--- config.mk ---
export PLATFORM = sky130hd
export DESIGN_NAME = qkmj_cell
export DESIGN_NICKNAME = d
export VERILOG_FILES = /design/src/rtl/core/quantized_key_match_join_macros.svh /design/src/rtl/core/qkmj_pkg.sv /design/src/rtl/core/qkmj_cell.sv
export SDC_FILE = /design/constraint.sdc
export NUM_CORES = 1
export LEC_CHECK = 0
export BUFFER_PORTS_ARGS = -buffer_cell sky130_fd_sc_hd__buf_4
export CAP_MARGIN = 20
export CORE_MARGIN = 8
export CORE_UTILIZATION = 38
export CTS_CLUSTER_SIZE = 28
export DETAILED_ROUTE_END_ITERATION = 16
export GPL_TIMING_DRIVEN = 0
export HOLD_SLACK_MARGIN = 0.12
export PLACE_DENSITY = 0.76
export SETUP_SLACK_MARGIN = 0.2
export SLEW_MARGIN = 0
export SYNTH_ARGS = -nofsm -noshare
export SYNTH_HDL_FRONTEND = slang
export SYNTH_SLANG_ARGS = --single-unit
--- constraint.sdc ---
create_clock -name clk -period 2.1 [get_ports clk]
set_input_delay 0.105 -clock clk [delete_from_list [all_inputs] [get_ports clk]]
set_output_delay 0.105 -clock clk [all_outputs]
set_load 0.01 [all_outputs]
--- src/rtl/core/quantized_key_match_join_macros.svh ---
// Assertion helpers, clocked on clk and disabled while arst_n is low.
`ifndef QUANTIZED_KEY_MATCH_JOIN_MACROS_SVH
`define QUANTIZED_KEY_MATCH_JOIN_MACROS_SVH

// Check cons in the same cycle whenever ante holds.
`define QKMJ_ASSERT_NOW(label, ante, cons, msg) \
	label: assert property (@(posedge clk) disable iff (!arst_n) (ante) |-> (cons)) \
		else $error(msg);

// Check cons in the cycle after ante holds.
`define QKMJ_ASSERT_NEXT(label, ante, cons, msg) \
	label: assert property (@(posedge clk) disable iff (!arst_n) (ante) |=> (cons)) \
		else $error(msg);

`endif

--- src/rtl/core/qkmj_pkg.sv ---
package qkmj_pkg;

	localparam int TABLE_DEPTH = 64;
	localparam int IDX_W       = (TABLE_DEPTH > 1) ? $clog2(TABLE_DEPTH) : 1;
	localparam int CNT_W       = $clog2(TABLE_DEPTH + 1);

	localparam int CMD_W   = 2;
	localparam int MASS_W  = 28;
	localparam int INT_W   = 32;
	localparam int TAG_W   = 16;
	localparam int KEY_W   = 22;
	localparam int RIDX_W  = 6;
	localparam int MODE_W  = 2;

	// Offset mass (mass plus the rounding half) and the constant divisor.
	localparam int DIV_W     = MASS_W + 1;
	localparam int DIVISOR   = 100;
	localparam int HALF      = 50;

	// Divide by 100 as a quarter of the dividend times ceil(2^32 / 25), high bits kept.
	// Exact for every quarter below 2^30.
	localparam int QTR_W       = DIV_W - 2;
	localparam int RECIP_W     = 28;
	localparam int RECIP_MUL   = 171798692;
	localparam int RECIP_SHIFT = 32;
	localparam int PROD_W      = QTR_W + RECIP_W;

	localparam int S_TDATA_W = 80;
	localparam int M_TDATA_W = 104;

	typedef enum logic [CMD_W-1:0] {
		CMD_CLEAR = 2'd0,
		CMD_LOAD  = 2'd1,
		CMD_QUERY = 2'd2
	} cmd_t;

	typedef enum logic [4:0] {
		ST_IDLE  = 5'b00001,
		ST_DIV   = 5'b00010,
		ST_BOUND = 5'b00100,
		ST_SCAN  = 5'b01000,
		ST_FLUSH = 5'b10000
	} state_t;

	// Control of the cell row.
	typedef struct packed {
		logic shift;
		logic load;
	} row_ctl_t;

endpackage

--- src/rtl/core/qkmj_cell.sv ---
// One table entry. Load from the write port, or take the neighbor's entry.
module qkmj_cell
	import qkmj_pkg::*;
(
	input  logic              clk,
	input  row_ctl_t          ctl,
	input  logic [MASS_W-1:0] load_mass,
	input  logic [INT_W-1:0]  load_int,
	input  logic [MASS_W-1:0] nxt_mass,
	input  logic [INT_W-1:0]  nxt_int,
	output logic [MASS_W-1:0] mass,
	output logic [INT_W-1:0]  inten
);

	logic [MASS_W-1:0] mass_q;
	logic [INT_W-1:0]  int_q;

	always_ff @(posedge clk) begin
		if (ctl.load) begin
			mass_q <= load_mass;
			int_q  <= load_int;
		end else if (ctl.shift) begin
			mass_q <= nxt_mass;
			int_q  <= nxt_int;
		end
	end

	assign mass  = mass_q;
	assign inten = int_q;

endmodule

==> impl_metrics.ini, run 1 <==
[floorplan]
start_util = 0.391
die_h_um = 102
die-width_um = 102
pin_count = 183
rows = 31

[yosys]
syn_area_um2 = 2840
synth_area_leaders = edfxtp_1, mux2_4, buf_12, buf_6, mux2_2
netlist.area_leader.share = 0.635
ys_seq_elements = 60
yosysWarnings = 0
synth-seq-area-share = 0.635
post-synth-top-count-cell = edfxtp_1
syn_area_per_cell_um2 = 22.2
synth_cell_types = 6
postSynthCellCount = 128
synth_common_cells = edfxtp_1, mux2_4, buf_12
synth-main-ff-cell = edfxtp_1
syn_nets = 251
synth_top_cell_by_area = edfxtp_1
synth-async-reset-ratio = 0
synth_edf_count = 60

[clock_network]
htreeDepth = 3
clockRootBuffer = clkbuf_8
cts_buffers = 9
cts_setup_buffers = 0
clkSinkCount = 60
holdBufCountCts = 102
clockBufferDepth = 2
cts_resized = 0

[placement]
placed_cell_area_um2 = 4340
dp_hpwl_um = 6320
place_congestion = 0.754
io_buffer_count = 181

[outcome]
firstError = [ERROR RSZ-0060] Max buffer count reached.
status = stopped before the end
lastStage = clock tree synthesis
[through the flow]
stage	util	hold slack, ps	worst slack [ps]	cells
global placement	0.595	406	155	408
floorplan	-	322	504	128
detailed placement	0.598	408	419	409
[cell families after synthesis]
group                  Yosys count  synth area share
buffers and inverters            7            0.0463
flip-flops                      60             0.635
multiplexers                    60             0.316
AND/OR/NAND/NOR                  1           0.00221
==> run 2: changes to the inputs <==
- CORE_UTILIZATION: 38 -> 40
- CTS_CLUSTER_SIZE: 28 -> unset
- HOLD_SLACK_MARGIN: 0.12 -> unset
- PLACE_DENSITY: 0.76 -> unset
- PLACE_DENSITY_LB_ADDON: unset -> 0.15
- SETUP_SLACK_MARGIN: 0.2 -> unset
- clock period: 2.1 -> 2.7 ns (I/O delays scaled with it)
==> impl_metrics.ini, run 2 <==
[yosys]
ys_seq_elements = 60
syn_area_um2 = 2840
postSynthCellCount = 128
yosysWarnings = 0
synth_top_cell_by_area = edfxtp_1
syn_nets = 251
synth_cell_types = 6
synth_common_cells = edfxtp_1, mux2_4, buf_12
synth-main-ff-cell = edfxtp_1
synth_edf_count = 60
syn_area_per_cell_um2 = 22.2
synth_area_leaders = edfxtp_1, mux2_4, buf_12, buf_6, mux2_2
synth-seq-area-share = 0.635
synth-async-reset-ratio = 0
netlist.area_leader.share = 0.635
post-synth-top-count-cell = edfxtp_1

[setup_path]
critPathMaxStageDelay_ps = 570
critPathMaxFanout = 32
slowest_stage = or2_2
cp_top_family = buffers and inverters
startpoint = ctl[0]
crit_top_cell = buf_12
worst-path-stages = 4
crit_path_start_kind = input port
worstSetupEndpoint = inten[30]
crit_chain = buf_6, buf_12, or2_2, buf_12
path_class = in -> reg
critPathRequiredTime_ps = 2710
arrival_ps = 1350
end_kind = flop
path_buf_inv = 3

[finish]
finish.utilization = 0.665
layout-drive-gt1-share = 0.807
syn_to_final_growth_pct = 60.1
final_common_cell = buf_4
final_cells = 422
layout_common_cells = buf_4, edfxtp_1, mux2_4, clkbuf_8, buf_12
diodes = 0
largest_reg_flops = 32
nNetsFinal = 444

[sta]
period_needed_ps = 1340
max-slew-margin-rel = 0.537
period_share = 0.496
rsz0062_at_grt = no
setup_violations = 0
finalHoldViolCount = 0
finalMaxSlewViolations = 0
worst_pin_slew_ps = 695
max_freq_ghz = 0.746

[pwr]
swShare = 0.213
clockPowerShare = 0.329
combinationalPowerShare = 0.211
pwr-share-seq = 0.460
power.switching_w = 0.000541
internal_power_w = 0.00200
p_leak_nw = 2.15
ir_worst_vdd_uv = 335
p_per_area_nw_per_um2 = 560

[routing]
drtIter0Drc = 35
ant_nets = 0
wl_per_cell_um = 17.6
num_vias = 1896
viasPerCell = 4.49
drt-total-wl_um = 7430
post-route-drc-count = 0
drtPass1Iterations = 4

[floorplan]
die_area_um2 = 10000
pin_count = 183
core_um2 = 6830
start_util = 0.415
die_h_um = 100
rows = 30
die-width_um = 100

[clock_network]
cts_buffers = 9
cts_tree = yes
htreeDepth = 3
clk_pin_slew_ps = 60
holdBufCountCts = 0
clockBufferDepth = 2
clockRootBuffer = clkbuf_8
clkSinkCount = 60
cts_resized = 0
cts_setup_buffers = 0

[grt]
antenna_found_initial = 0
grt_usage = 0.145
grt_pass1_vias = 2127
grt_first_pass_wirelength_um = 11000
grt.overflow.total = 0
grt_max_degree = 33

[placement]
place_congestion = 0.732
io_buffer_count = 181
dp.cells = 406
dp_hpwl_um = 6080

[outcome]
status = finished clean

[run]
maxCapViolCount = 0

[worst_hold_path]
whs_path_depth = 2
min_path_type = in -> reg
run 2: worst min-delay path by stage:
stage,startpoint,slack [ps],to
after global routing,nxt_int[2],90,inten[2]
after global placement,load_int[19],440,inten[19]
after detailed placement,load_mass[0],440,mass[0]
after floorplan,load_int[0],350,inten[0]
final,nxt_mass[2],110,mass[2]
after CTS,nxt_int[12],90,inten[12]
run 2: power by group through the flow:
stage                     logic, W  registers (W)  clock network, W
after floorplan           0.000168        0.00125                 0
after global placement    0.000535        0.00119                 0
after detailed placement  0.000547        0.00119                 0
after CTS                 0.000548        0.00117          0.000866
after global routing      0.000573        0.00118          0.000905
final                     0.000536        0.00117          0.000836
run 2: logic make-up (layout without fill, tap and decap cells):
group         Yosys count  in the layout  share of synthesized area
mux                    60             60                      0.316
flops                  60             60                      0.635
buf+inv                 7            205                     0.0463
simple gates            1              1                    0.00221
run 2: metal layers:
metal,share of wire,global-route usage,vias up
met5,0,0,-
met4,0.020,0.0698,0
met3,0.13,0.0754,13
met2,0.52,0.253,108
met1,0.33,0.137,887
li1,-,-,888
run 2: cell type report:
type / count / area [um^2]
Buffer: 7 / 131
Clock buffer: 9 / 124
Clock inverter: 7 / 81.3
Fill cell: 536 / 2290
Multi-Input combinational cell: 61 / 903
Sequential cell: 60 / 1800
Tap cell: 96 / 120
Timing Repair Buffer: 182 / 1380
run 2: stage by stage:
step,hold slack (ps),setup TNS (ps),worst slack (ps),total power (W),cell area [um^2]
detailed placement,438,0,990,0.00174,4340
finish,108,0,1360,0.00254,4540
global placement,435,-8870,-151,0.00173,4320
floorplan,352,0,481,0.00142,2840
CTS,88.0,0,1350,0.00259,4540
global route,91.5,0,1280,0.00266,4540
No activity file was read; power rests on OpenSTA's default activity.
